--- config.mk ---
export PLATFORM = sky130hd
export DESIGN_NAME = line_step_generator_with_ramp
export DESIGN_NICKNAME = d
export VERILOG_FILES = /design/src/rtl/core/lsgr_pkg.sv /design/src/rtl/core/lsgr_cmpsub.sv /design/src/rtl/core/lsgr_line.sv /design/src/rtl/core/line_step_generator_with_ramp.sv
export SDC_FILE = /design/constraint.sdc
export NUM_CORES = 2
export LEC_CHECK = 0
export BUFFER_PORTS_ARGS = -buffer_cell sky130_fd_sc_hd__buf_2
export CORE_MARGIN = 2
export CORE_UTILIZATION = 50
export CTS_CLUSTER_DIAMETER = 120
export DETAILED_ROUTE_END_ITERATION = 12
export PLACE_DENSITY_LB_ADDON = 0.12
export RECOVER_POWER = 50
export SYNTH_ARGS = -nofsm -noshare
export SYNTH_HDL_FRONTEND = slang
export SYNTH_SLANG_ARGS = --single-unit
--- constraint.sdc ---
create_clock -name clk_i -period 14.5 [get_ports clk_i]
set_clock_uncertainty 0.05 [all_clocks]
set_input_delay 2.9 -clock clk_i [delete_from_list [all_inputs] [get_ports clk_i]]
set_output_delay 2.9 -clock clk_i [all_outputs]
set_load 0.03 [all_outputs]
--- src/rtl/core/lsgr_pkg.sv ---
`default_nettype none
// ----------------------------------------------------------------------------
// lsgr_pkg
// Shared types and constants of the line step generator with speed ramp.
// ----------------------------------------------------------------------------
package lsgr_pkg;

  // Fixed field widths.
  localparam int unsigned DELTA_BITS = 21;
  localparam int unsigned DELAY_BITS = 20;
  localparam int unsigned MDIV_BITS  = 9;
  localparam int unsigned WAIT_BITS  = 21;
  localparam int unsigned CFG_BITS   = 20;

  // Parameter defaults.
  localparam int unsigned COUNT_BITS_DEF = 21;
  localparam int unsigned FRAC_BITS_DEF  = 16;

  // Register reset values.
  localparam logic [DELAY_BITS-1:0] DELAY_RESET = 20'd2500;
  localparam logic [MDIV_BITS-1:0]  MDIV_RESET  = 9'd16;

  // Command codes.
  localparam logic CMD_START = 1'b0;
  localparam logic CMD_TICK  = 1'b1;

  // Configuration register indexes.
  localparam logic REG_STEP_DELAY   = 1'b0;
  localparam logic REG_MICROSTEP_DIV = 1'b1;

  // Status of the line walk for the pending tick.
  typedef struct packed {
    logic active;
    logic step_x;
    logic step_y;
    logic dir_x;
    logic dir_y;
    logic last;
  } line_flags_t;

endpackage : lsgr_pkg
`default_nettype wire

--- src/rtl/core/lsgr_cmpsub.sv ---
`default_nettype none
// ----------------------------------------------------------------------------
// lsgr_cmpsub
// Shared compare and subtract unit: one restoring division step.
// ----------------------------------------------------------------------------
module lsgr_cmpsub #(
  parameter int unsigned W = 27
) (
  input  wire logic [W-1:0] cand_i,
  input  wire logic [W-1:0] divisor_i,
  output logic              ge_o,
  output logic [W-1:0]      diff_o
);

  logic [W:0] sub_w;

  // The borrow out of the subtraction tells whether the candidate reaches the divisor.
  assign sub_w  = {1'b0, cand_i} - {1'b0, divisor_i};
  assign ge_o   = ~sub_w[W];
  assign diff_o = sub_w[W-1:0];

endmodule : lsgr_cmpsub
`default_nettype wire

--- src/rtl/core/lsgr_line.sv ---
`default_nettype none
// ----------------------------------------------------------------------------
// lsgr_line
// Bresenham line state: loads the distances and advances one step per tick.
// ----------------------------------------------------------------------------
module lsgr_line
  import lsgr_pkg::*;
#(
  parameter int unsigned COUNT_BITS = COUNT_BITS_DEF
) (
  input  wire logic                         clk_i,
  input  wire logic                         rst_ni,
  input  wire logic                         load_i,
  input  wire logic signed [DELTA_BITS-1:0] delta_x_i,
  input  wire logic signed [DELTA_BITS-1:0] delta_y_i,
  input  wire logic                         adv_i,
  output line_flags_t                       flags_o,
  output logic [COUNT_BITS-1:0]             index_o,
  output logic [COUNT_BITS-1:0]             major_o
);

  localparam logic [32:0] CntMax = (33'd1 << COUNT_BITS) - 33'd1;

  logic                  active_q, xmaj_q, dirx_q, diry_q;
  logic [COUNT_BITS-1:0] idx_q, major_q, minor_q;
  logic [COUNT_BITS:0]   err_q;

  logic [DELTA_BITS-1:0] magx_w, magy_w;
  logic [32:0]           magx_l, magy_l;
  logic [COUNT_BITS-1:0] satx_w, saty_w, maj_w, min_w;
  logic                  xmaj_w;
  logic [COUNT_BITS:0]   err_sum_w, err_next_w, idx_inc_w;
  logic                  minor_step_w, last_w;

  // The magnitude of the most negative distance still fits the unsigned width.
  assign magx_w = delta_x_i[DELTA_BITS-1] ? DELTA_BITS'(-delta_x_i) : delta_x_i;
  assign magy_w = delta_y_i[DELTA_BITS-1] ? DELTA_BITS'(-delta_y_i) : delta_y_i;
  assign magx_l = 33'(magx_w);
  assign magy_l = 33'(magy_w);
  assign satx_w = (magx_l > CntMax) ? CntMax[COUNT_BITS-1:0] : magx_l[COUNT_BITS-1:0];
  assign saty_w = (magy_l > CntMax) ? CntMax[COUNT_BITS-1:0] : magy_l[COUNT_BITS-1:0];
  assign xmaj_w = satx_w > saty_w;
  assign maj_w  = xmaj_w ? satx_w : saty_w;
  assign min_w  = xmaj_w ? saty_w : satx_w;

  assign err_sum_w    = err_q + {1'b0, minor_q};
  assign minor_step_w = err_sum_w >= {1'b0, major_q};
  assign err_next_w   = minor_step_w ? (err_sum_w - {1'b0, major_q}) : err_sum_w;
  assign idx_inc_w    = {1'b0, idx_q} + {{COUNT_BITS{1'b0}}, 1'b1};
  assign last_w       = idx_inc_w >= {1'b0, major_q};

  always_ff @(posedge clk_i or negedge rst_ni) begin
    if (!rst_ni) begin
      active_q <= 1'b0;
      xmaj_q   <= 1'b0;
      dirx_q   <= 1'b0;
      diry_q   <= 1'b0;
      idx_q    <= '0;
      major_q  <= '0;
      minor_q  <= '0;
      err_q    <= '0;
    end else if (load_i) begin
      active_q <= maj_w != '0;
      xmaj_q   <= xmaj_w;
      dirx_q   <= ~delta_x_i[DELTA_BITS-1] && (delta_x_i != '0);
      diry_q   <= delta_y_i[DELTA_BITS-1] || (delta_y_i == '0);
      idx_q    <= '0;
      major_q  <= maj_w;
      minor_q  <= min_w;
      err_q    <= {2'b00, maj_w[COUNT_BITS-1:1]};
    end else if (adv_i) begin
      err_q <= err_next_w;
      idx_q <= idx_inc_w[COUNT_BITS-1:0];
      if (last_w) begin
        active_q <= 1'b0;
      end
    end
  end

  always_comb begin
    flags_o.active = active_q;
    flags_o.step_x = xmaj_q | minor_step_w;
    flags_o.step_y = ~xmaj_q | minor_step_w;
    flags_o.dir_x  = dirx_q;
    flags_o.dir_y  = diry_q;
    flags_o.last   = last_w;
  end

  assign index_o = idx_q;
  assign major_o = major_q;

endmodule : lsgr_line
`default_nettype wire

--- src/rtl/core/line_step_generator_with_ramp.sv ---
`default_nettype none
// ----------------------------------------------------------------------------
// line_step_generator_with_ramp
// Bresenham line stepper that reports a ramp scaled wait time for each step.
// ----------------------------------------------------------------------------
// A tick item passes through setup, the ramp division, the multiply, the load and the
// wait division before its result is registered; in the middle part of a line, where no
// ramp division is needed, it skips the ramp division. A start item loads the line state.
// One item is worked at a time, so the next item is taken in the cycle after the result
// is registered; the pace is set by the shared compare and subtract unit.
// Reset clears the line state and the handshakes and loads the register defaults.
module line_step_generator_with_ramp
  import lsgr_pkg::*;
#(
  parameter int unsigned COUNT_BITS = COUNT_BITS_DEF,
  parameter int unsigned FRAC_BITS  = FRAC_BITS_DEF
) (
  input  wire logic                         clk_i,
  input  wire logic                         rst_ni,
  input  wire logic                         cfg_valid_i,
  output logic                              cfg_ready_o,
  input  wire logic                         cfg_index_i,
  input  wire logic [CFG_BITS-1:0]          cfg_data_i,
  input  wire logic                         in_valid_i,
  output logic                              in_ready_o,
  input  wire logic                         command_i,
  input  wire logic signed [DELTA_BITS-1:0] delta_x_i,
  input  wire logic signed [DELTA_BITS-1:0] delta_y_i,
  output logic                              out_valid_o,
  input  wire logic                         out_ready_i,
  output logic                              step_x_o,
  output logic                              dir_x_o,
  output logic                              step_y_o,
  output logic                              dir_y_o,
  output logic [WAIT_BITS-1:0]              wait_us_o,
  output logic                              last_o
);

  localparam int unsigned W      = COUNT_BITS + 6;
  localparam int unsigned FW     = FRAC_BITS + 1;
  localparam int unsigned ProdW  = DELAY_BITS + FW;
  localparam int unsigned MaxSt  = (WAIT_BITS > FW) ? WAIT_BITS : FW;
  localparam int unsigned CntW   = $clog2(MaxSt);
  localparam logic [FW-1:0] FactOne   = FW'(1) << FRAC_BITS;
  localparam logic [FW-1:0] FactFloor = FW'((1 << FRAC_BITS) / 10);

  localparam logic [2:0] ST_IDLE  = 3'd0;
  localparam logic [2:0] ST_SETUP = 3'd1;
  localparam logic [2:0] ST_RDIV  = 3'd2;
  localparam logic [2:0] ST_MUL   = 3'd3;
  localparam logic [2:0] ST_LOAD  = 3'd4;
  localparam logic [2:0] ST_WDIV  = 3'd5;
  localparam logic [2:0] ST_DONE  = 3'd6;

  logic [2:0]            state_q, state_d;
  logic [DELAY_BITS-1:0] delay_q;
  logic [MDIV_BITS-1:0]  mdiv_q;
  logic [W-1:0]          rem_q, rem_d, dsr_q, dsr_d;
  logic [FW-1:0]         fact_q, fact_d;
  logic [CntW-1:0]       cnt_q, cnt_d;
  logic [ProdW-1:0]      prod_q, prod_d;
  logic [WAIT_BITS-1:0]  dvd_q, dvd_d;
  logic                  out_valid_q;
  line_flags_t           res_q;
  logic [WAIT_BITS-1:0]  wait_q;

  line_flags_t           flags_w;
  logic [COUNT_BITS-1:0] index_w, major_w;
  logic                  in_acc_w, load_w, adv_w, slot_free_w;
  logic [W-1:0]          cand_w, diff_w;
  logic                  ge_w;
  logic [W-1:0]          i_w, n_w, i10_w, n9_w, n7_w, n25_w, i48_w, n20_w, n2_w;
  logic                  ramp_up_w, ramp_down_w;
  logic [FW-1:0]         fact_eff_w;
  logic [MDIV_BITS-1:0]  mdiv_eff_w;

  assign cfg_ready_o = 1'b1;
  assign in_ready_o  = state_q == ST_IDLE;
  assign in_acc_w    = in_valid_i && in_ready_o;
  assign load_w      = in_acc_w && (command_i == CMD_START);
  assign slot_free_w = ~out_valid_q | out_ready_i;
  assign adv_w       = (state_q == ST_DONE) && slot_free_w;

  lsgr_line #(
    .COUNT_BITS (COUNT_BITS)
  ) u_line (
    .clk_i     (clk_i),
    .rst_ni    (rst_ni),
    .load_i    (load_w),
    .delta_x_i (delta_x_i),
    .delta_y_i (delta_y_i),
    .adv_i     (adv_w),
    .flags_o   (flags_w),
    .index_o   (index_w),
    .major_o   (major_w)
  );

  lsgr_cmpsub #(
    .W (W)
  ) u_cmpsub (
    .cand_i    (cand_w),
    .divisor_i (dsr_q),
    .ge_o      (ge_w),
    .diff_o    (diff_w)
  );

  // Ramp regions: 10i < n ramps down from 1.25, 10i > 9n ramps up from 1.
  assign i_w         = W'(index_w);
  assign n_w         = W'(major_w);
  assign i10_w       = i_w * W'(10);
  assign n9_w        = n_w * W'(9);
  assign n7_w        = n_w * W'(7);
  assign n25_w       = n_w * W'(25);
  assign i48_w       = i_w * W'(48);
  assign n20_w       = n_w * W'(20);
  assign n2_w        = n_w << 1;
  assign ramp_up_w   = i10_w < n_w;
  assign ramp_down_w = i10_w > n9_w;

  assign fact_eff_w = (fact_q == '0) ? FactFloor : fact_q;
  assign mdiv_eff_w = (mdiv_q == '0) ? MDIV_BITS'(1) : mdiv_q;

  // The first ramp step compares the numerator itself, whose quotient is below two.
  always_comb begin
    cand_w = {rem_q[W-2:0], 1'b0};
    if (state_q == ST_WDIV) begin
      cand_w = {rem_q[W-2:0], dvd_q[WAIT_BITS-1]};
    end else if (cnt_q == '0) begin
      cand_w = rem_q;
    end
  end

  always_comb begin
    state_d = state_q;
    rem_d   = rem_q;
    dsr_d   = dsr_q;
    fact_d  = fact_q;
    cnt_d   = cnt_q;
    prod_d  = prod_q;
    dvd_d   = dvd_q;
    unique case (state_q)
      ST_IDLE: begin
        if (in_acc_w && (command_i == CMD_TICK) && flags_w.active) begin
          state_d = ST_SETUP;
        end
      end
      ST_SETUP: begin
        cnt_d = '0;
        if (n_w == '0 || (!ramp_up_w && !ramp_down_w)) begin
          fact_d  = FactOne;
          state_d = ST_MUL;
        end else if (ramp_up_w) begin
          rem_d   = n25_w - i48_w;
          dsr_d   = n20_w;
          state_d = ST_RDIV;
        end else begin
          rem_d   = i10_w - n7_w;
          dsr_d   = n2_w;
          state_d = ST_RDIV;
        end
      end
      ST_RDIV: begin
        rem_d  = ge_w ? diff_w : cand_w;
        fact_d = {fact_q[FW-2:0], ge_w};
        cnt_d  = cnt_q + CntW'(1);
        if (cnt_q == CntW'(FRAC_BITS)) begin
          state_d = ST_MUL;
        end
      end
      ST_MUL: begin
        prod_d  = ProdW'(delay_q) * ProdW'(fact_eff_w);
        state_d = ST_LOAD;
      end
      ST_LOAD: begin
        // Dividing by the divisor times 2^FRAC_BITS equals dropping the
        // fraction first; the quotient always fits the wait width.
        dvd_d   = prod_q[FRAC_BITS +: WAIT_BITS];
        rem_d   = '0;
        dsr_d   = W'(mdiv_eff_w);
        cnt_d   = '0;
        state_d = ST_WDIV;
      end
      ST_WDIV: begin
        rem_d = ge_w ? diff_w : cand_w;
        dvd_d = {dvd_q[WAIT_BITS-2:0], ge_w};
        cnt_d = cnt_q + CntW'(1);
        if (cnt_q == CntW'(WAIT_BITS - 1)) begin
          state_d = ST_DONE;
        end
      end
      ST_DONE: begin
        if (slot_free_w) begin
          state_d = ST_IDLE;
        end
      end
      default: begin
        state_d = ST_IDLE;
      end
    endcase
  end

  always_ff @(posedge clk_i or negedge rst_ni) begin
    if (!rst_ni) begin
      state_q <= ST_IDLE;
      delay_q <= DELAY_RESET;
      mdiv_q  <= MDIV_RESET;
      cnt_q   <= '0;
    end else begin
      state_q <= state_d;
      cnt_q   <= cnt_d;
      if (cfg_valid_i && cfg_ready_o) begin
        unique case (cfg_index_i)
          REG_STEP_DELAY:    delay_q <= cfg_data_i[DELAY_BITS-1:0];
          REG_MICROSTEP_DIV: mdiv_q  <= cfg_data_i[MDIV_BITS-1:0];
          default:           delay_q <= delay_q;
        endcase
      end
    end
  end

  always_ff @(posedge clk_i) begin
    rem_q  <= rem_d;
    dsr_q  <= dsr_d;
    fact_q <= fact_d;
    prod_q <= prod_d;
    dvd_q  <= dvd_d;
  end

  // Output register: the next item can be taken while a result waits here.
  always_ff @(posedge clk_i or negedge rst_ni) begin
    if (!rst_ni) begin
      out_valid_q <= 1'b0;
    end else if (adv_w) begin
      out_valid_q <= 1'b1;
    end else if (out_ready_i) begin
      out_valid_q <= 1'b0;
    end
  end

  always_ff @(posedge clk_i) begin
    if (adv_w) begin
      res_q  <= flags_w;
      wait_q <= dvd_q;
    end
  end

  assign out_valid_o = out_valid_q;
  assign step_x_o    = res_q.step_x;
  assign dir_x_o     = res_q.dir_x;
  assign step_y_o    = res_q.step_y;
  assign dir_y_o     = res_q.dir_y;
  assign wait_us_o   = wait_q;
  assign last_o      = res_q.last;

endmodule : line_step_generator_with_ramp
`default_nettype wire
=== Yosys cells after proc, flatten, opt, wreduce, memory -nomap -nowiden ===
Index checks and enable logic that the tools add are counted.

* Register bits after elaboration: 282
* Input bits: 69
* Output and inout port bits: 29
* Logic and storage cells: 143

* Add/sub/neg operators: 9
* Multipliers: 7
* Magnitude comparators: 7
* Eq/ne operators: 14
* Mux-type cells: 37
* Bitwise operators: 9
* Reductions and logical operators: 36

{| class="wikitable"
|+ Operator list
! cell !! count
|-
| $mux W21 || 8
|-
| $mux W27 || 6
|-
| $pmux W27 S3 || 1
|-
| $mul A21 B3 Y24 const B || 3
|-
| $mux W22 || 3
|-
| $pmux W27 S2 || 1
|-
| $ge A22 B21 Y1 || 2
|-
| $gt A21 B21 Y1 const B || 2
|-
| $neg A21 Y21 || 2
|-
| $pmux W21 S2 || 1
|-
| $reduce_bool A21 Y1 || 2
|-
| $mul A20 B17 Y37 || 1
|-
| $mux W17 || 2
|-
| $pmux W17 S2 || 1
|-
| $sub A27 B27 Y28 || 1
|-
| $logic_not A27 Y1 || 1
|-
| $sub A26 B27 Y27 || 1
|-
| $mul A21 B5 Y26 const B || 1
|-
| $mux W26 || 1
|-
| $sub A25 B24 Y26 || 1
|-
| $gt A25 B25 Y1 || 1
|-
| $lt A25 B21 Y1 || 1
|-
| $mul A21 B4 Y25 const B || 1
|-
| $mul A21 B2 Y23 const B || 1
|-
| other kinds (31) || 74
|}

=== Depth between registers and ports, before layout ===
* Depth in word-level cells: 8
* Mapped depth: 28
* Gate-level depth less buffers: 27

=== Hierarchy ===
From an unflattened synthesis, not the netlist that was laid out.

* Cell total of the unflattened synthesis: 4219
* Area total of the unflattened synthesis: 38538.2 um2

{| class="wikitable"
|+ By module, submodules not included
! module !! times used !! cells each !! area an instance (um2) !! seq. area each (um2)
|-
| line_step_generator_with_ramp || 1 || 2959 || 28234.6 || 5102.4
|-
| lsgr_line || 1 || 1015 || 8680.8 || 2227.1
|-
| lsgr_cmpsub || 1 || 245 || 1622.8 || 0.0
|}

=== Worst setup path after synthesis ===
No wires, ideal clock.

* Path kind: register to register
* Start point: register fact_q[6]
* End point: register prod_q[36] (data pin)
* Setup time: 0.266 ns
* Arrival time: 7.040 ns
* Data required time: 14.184 ns
* Slack: 7.144 ns
* Cell stages (with the launch flop): 29
* Buffers on the path: 1
* Period minus slack after synthesis: 7.356 ns
* Path through: edfxtp_1 nor4_1 nand4_1 nor4_1 or2_2 clkbuf_1 nand2_1 fa_1 inv_1 fa_1 inv_1 fa_1 inv_1 fa_1 fa_1 inv_1 fa_1 inv_1 ha_1 a21oi_1 o21ai_0 a221o_1 a32o_1 a21o_1 nand3b_1 a21oi_1 o21ai_0 o41ai_1 xnor2_1

* Longest elaborated chain between the ends: 3

{| class="wikitable"
|+ RTL lines
! what !! line !! RTL
|-
| start: declaration || line_step_generator_with_ramp.sv:59 || <nowiki>logic [FW-1:0] fact_q, fact_d;</nowiki>
|-
| start signal: assignment || line_step_generator_with_ramp.sv:224 || <nowiki>fact_q <= fact_d;</nowiki>
|-
| $logic_not A17 Y1 || line_step_generator_with_ramp.sv:120 || <nowiki>assign fact_eff_w = (fact_q == '0) ? FactFloor : fact_q;</nowiki>
|-
| $mux W17 * || line_step_generator_with_ramp.sv:120 ||
|-
| $mul A20 B17 Y37 * || line_step_generator_with_ramp.sv:171 || <nowiki>prod_d = ProdW'(delay_q) * ProdW'(fact_eff_w);</nowiki>
|-
| end signal: assignment || line_step_generator_with_ramp.sv:225 || <nowiki>prod_q <= prod_d;</nowiki>
|-
| end: declaration || line_step_generator_with_ramp.sv:61 || <nowiki>logic [ProdW-1:0] prod_q, prod_d;</nowiki>
|}

Mark *: on every way between the ends. The rest lies on a longest branch, timed or not.
A chain may end at the register's enable or synchronous reset.

==> results.md <==
- Status: complete, but fails checks
- Violated checks: max-capacitance violations, max-slew violations
- Cell taking the most area after synthesis: fa_1
- Area contributors post-synth: fa_1 19%, ha_1 17%, edfxtp_1 11%
- Gp weighted congestion: 0.856
- Register area share after synthesis: 19.8%
- Fill count: 6821
- Layout cells sized above 1: 5.96%
- DRT Pass-1 Iters: 5
- Clock transition at the registers of the reported paths: 0.06 ns
- Max incr delay on CP: 3.08 ns
- Via/cell ratio: 5.62
- Clk_lat worst skew: 0.57 ns
- Yosys warns: 0
- Number of flops mapped to enable cells by yosys: 138
- Mapped Avg Cell Area: 9.03 um^2
- Top cell type's share of synthesized area: 18.9%
- Startpoint types: input port
- Hpwl dp: 74200 um
- Cts hold-fix bufs: 0
- First-pass GRT wire length: 154000 um
- # rows: 99
- Residual DRC: 0
- Synth top cells by count: 509 x nand2_1, 493 x ha_1, 491 x inv_1, 350 x fa_1, 223 x o21ai_0
- Clk root buf: clkbuf_16
- Post-synth ARST share: 47.9%
- DR WL/cell: 18.5 um
- Initial antenna violation count: 0
- Initial Utilization: 50.7%
- Inserted Diodes: 0
- H-tree levels: 2
- Congestion Overflow GR: 0
- Detailed Route Iter0 Violations: 1713
- Crit-path cells: clkbuf_1 > clkbuf_1
- Synth cell types: 88
- Postcts setup bufs: 0
- CTS Buf Count: 35
- Largest net degree at the start of global routing: 81
- Delay-heaviest family, CP: buffers and inverters
- Setup TNS: 0 ns
- Period minus WS final: 8.73 ns
- TritonCTS clock tree: yes
- Cells after Synth: 4098
- Final wirelength: 94500 um
- Total number of vias: 28700
- Max-Cap Viols: 5
- Gates resized, CTS repair: 0
- Nets: 5027
- Top FF cell, synth: edfxtp_1
- # setup viols final: 0
- CTS max path bufs: 3
- Worst Hold Class: register to register
- Syn Std Cell Area: 37000 um^2
- Antenna violation net count after detailed routing: 0
- Worst Path Max Fanout: 80
- Die area: 76200 um^2
- Most used cell, CP: clkbuf_1
- RSZ-0062 raised after global routing: no
- CTS Sinks: 265
- Die Wd: 276 um
- Fin crit share: 60.2%
- P&R area growth vs syn: 6.65%
- Achievable frequency: 0.115 GHz
- Die Y: 276 um
- Slowest CP cell: clkbuf_1
- Final Hold Vio Count: 0
- Flop2flop setup slack: 5.94 ns
- Final Slew Violations: 207
- CP Class: input port to asynchronous set/reset pin
- I/O Pins: 98
- Worst Path Arrival: 8.60 ns
- CP bufs+invs: 2
- Total GRT Usage: 25.2%
- CP Capture Type: asynchronous set/reset pin
- Mapped Nets: 5010
- Slew headroom: -198%
- Top-count cell post-synth: nand2_1
- I/O Buffers: 96
- Core Region: 73100 um^2
- Worst endpoint required time: 14.37 ns
- Slew @ Worst Pin: 4.48 ns
- Synth Register Bits: 265
- Vias in the first global route: 29100
-- worst paths after layout --
kind / startpoint / end / cells past startpoint
max: rst_ni / delay_q[19] / 2
max in group clk_i: fact_q[9] / prod_q[36] / 27
min reg2reg: u_line.dirx_q / dir_x_o / 0
min in group asynchronous: rst_ni / u_line.minor_q[0] / 1
max reg2reg: fact_q[9] / prod_q[36] / 27
min: u_line.dirx_q / dir_x_o / 0
-- per-stage QoR --
step / utilization, % / instance area [um^2] / instances / worst slack (ns) / hold WS (ns)
floorplan: - / 37000 / 4098 / 7.14 / 0.375
global placement: 52.5 / 38400 / 5037 / 6.07 / 0.382
detailed placement: 52.5 / 38400 / 5037 / 5.97 / 0.384
CTS: 54.1 / 39500 / 5100 / 5.95 / 0.409
global route: 54.0 / 39500 / 5100 / 4.58 / 0.419
finish: 54.0 / 39500 / 5100 / 5.77 / 0.409
-- worst reg2reg max path, stage by stage, from the launching register on --
cell and delay, ns:
edfxtp_1 0.75, nor4_1 0.39, nand4_1 0.13, nor4_1 0.53, or2_2 0.51, nand2_1 0.13, fa_1 0.49, inv_1 0.05
fa_1 0.50, inv_1 0.05, fa_1 0.48, inv_1 0.06, fa_1 0.50, fa_1 0.54, inv_1 0.05, fa_1 0.52
inv_1 0.04, ha_1 0.31, a21oi_1 0.14, o21ai_0 0.18, a221o_1 0.40, a32o_1 0.23, a21o_1 0.20, nand3b_1 0.18
a21oi_1 0.29, o21ai_0 0.17, o41ai_1 0.33, xnor2_1 0.11
-- state kept, by name, summed over array words and instances (netlist names), 3 cells and up --
| signal | cells |
|---|---|
| cnt_q | 5 |
| delay_q | 20 |
| dsr_q | 26 |
| dvd_q | 21 |
| fact_q | 17 |
| mdiv_q | 9 |
| prod_q | 21 |
| rem_q | 27 |
| state_q | 3 |
| u_line.err_q | 22 |
| u_line.index_o | 21 |
| u_line.major_o | 21 |
| u_line.minor_q | 21 |
| wait_us_o | 21 |
-- metal layers --
metal / GRT usage [%] / vias up / routed length, um
li1: - / 13900 / -
met1: 35.2 / 14000 / 44300
met3: 3.67 / 128 / 4670
met2: 40.9 / 576 / 43100
met5: 0 / - / 0
met4: 6.89 / 0 / 2480
-- kinds of logic after synthesis --
logic type	count (synthesis)	share of synthesized area (%)
simple gates	1210	15.6
fa+ha+maj	844	35.6
compound gates	810	14.1
buf+inv	633	6.52
flops	265	19.8
xor+xnor	236	5.58
mux	99	2.87
other cells	1	0.0101
-- placed cells by master, fill, tap and decap left out, drive strengths merged, types with 101 or more instances in the layout --
master,count
nand2,509
and2,180
edfxtp,138
inv,497
a21oi,186
o21ai,228
nor2,207
dfrtp,121
fa,350
ha,493
xnor2,141
buf,101
-- layout make-up --
class	instances	area, um^2	share of cell area (%)
sequential	265	7330	18.6
tap	959	1200	3.04
multi-input combinational	3200	27300	69.2
timing repair buffer	121	631	1.60
clock buffer	44	973	2.47
inverter	492	1850	4.68
clock inverter	19	161	0.409
Power is not shown: default switching activity piles up to over one toggle a cycle in this logic, so the estimate is an artifact.
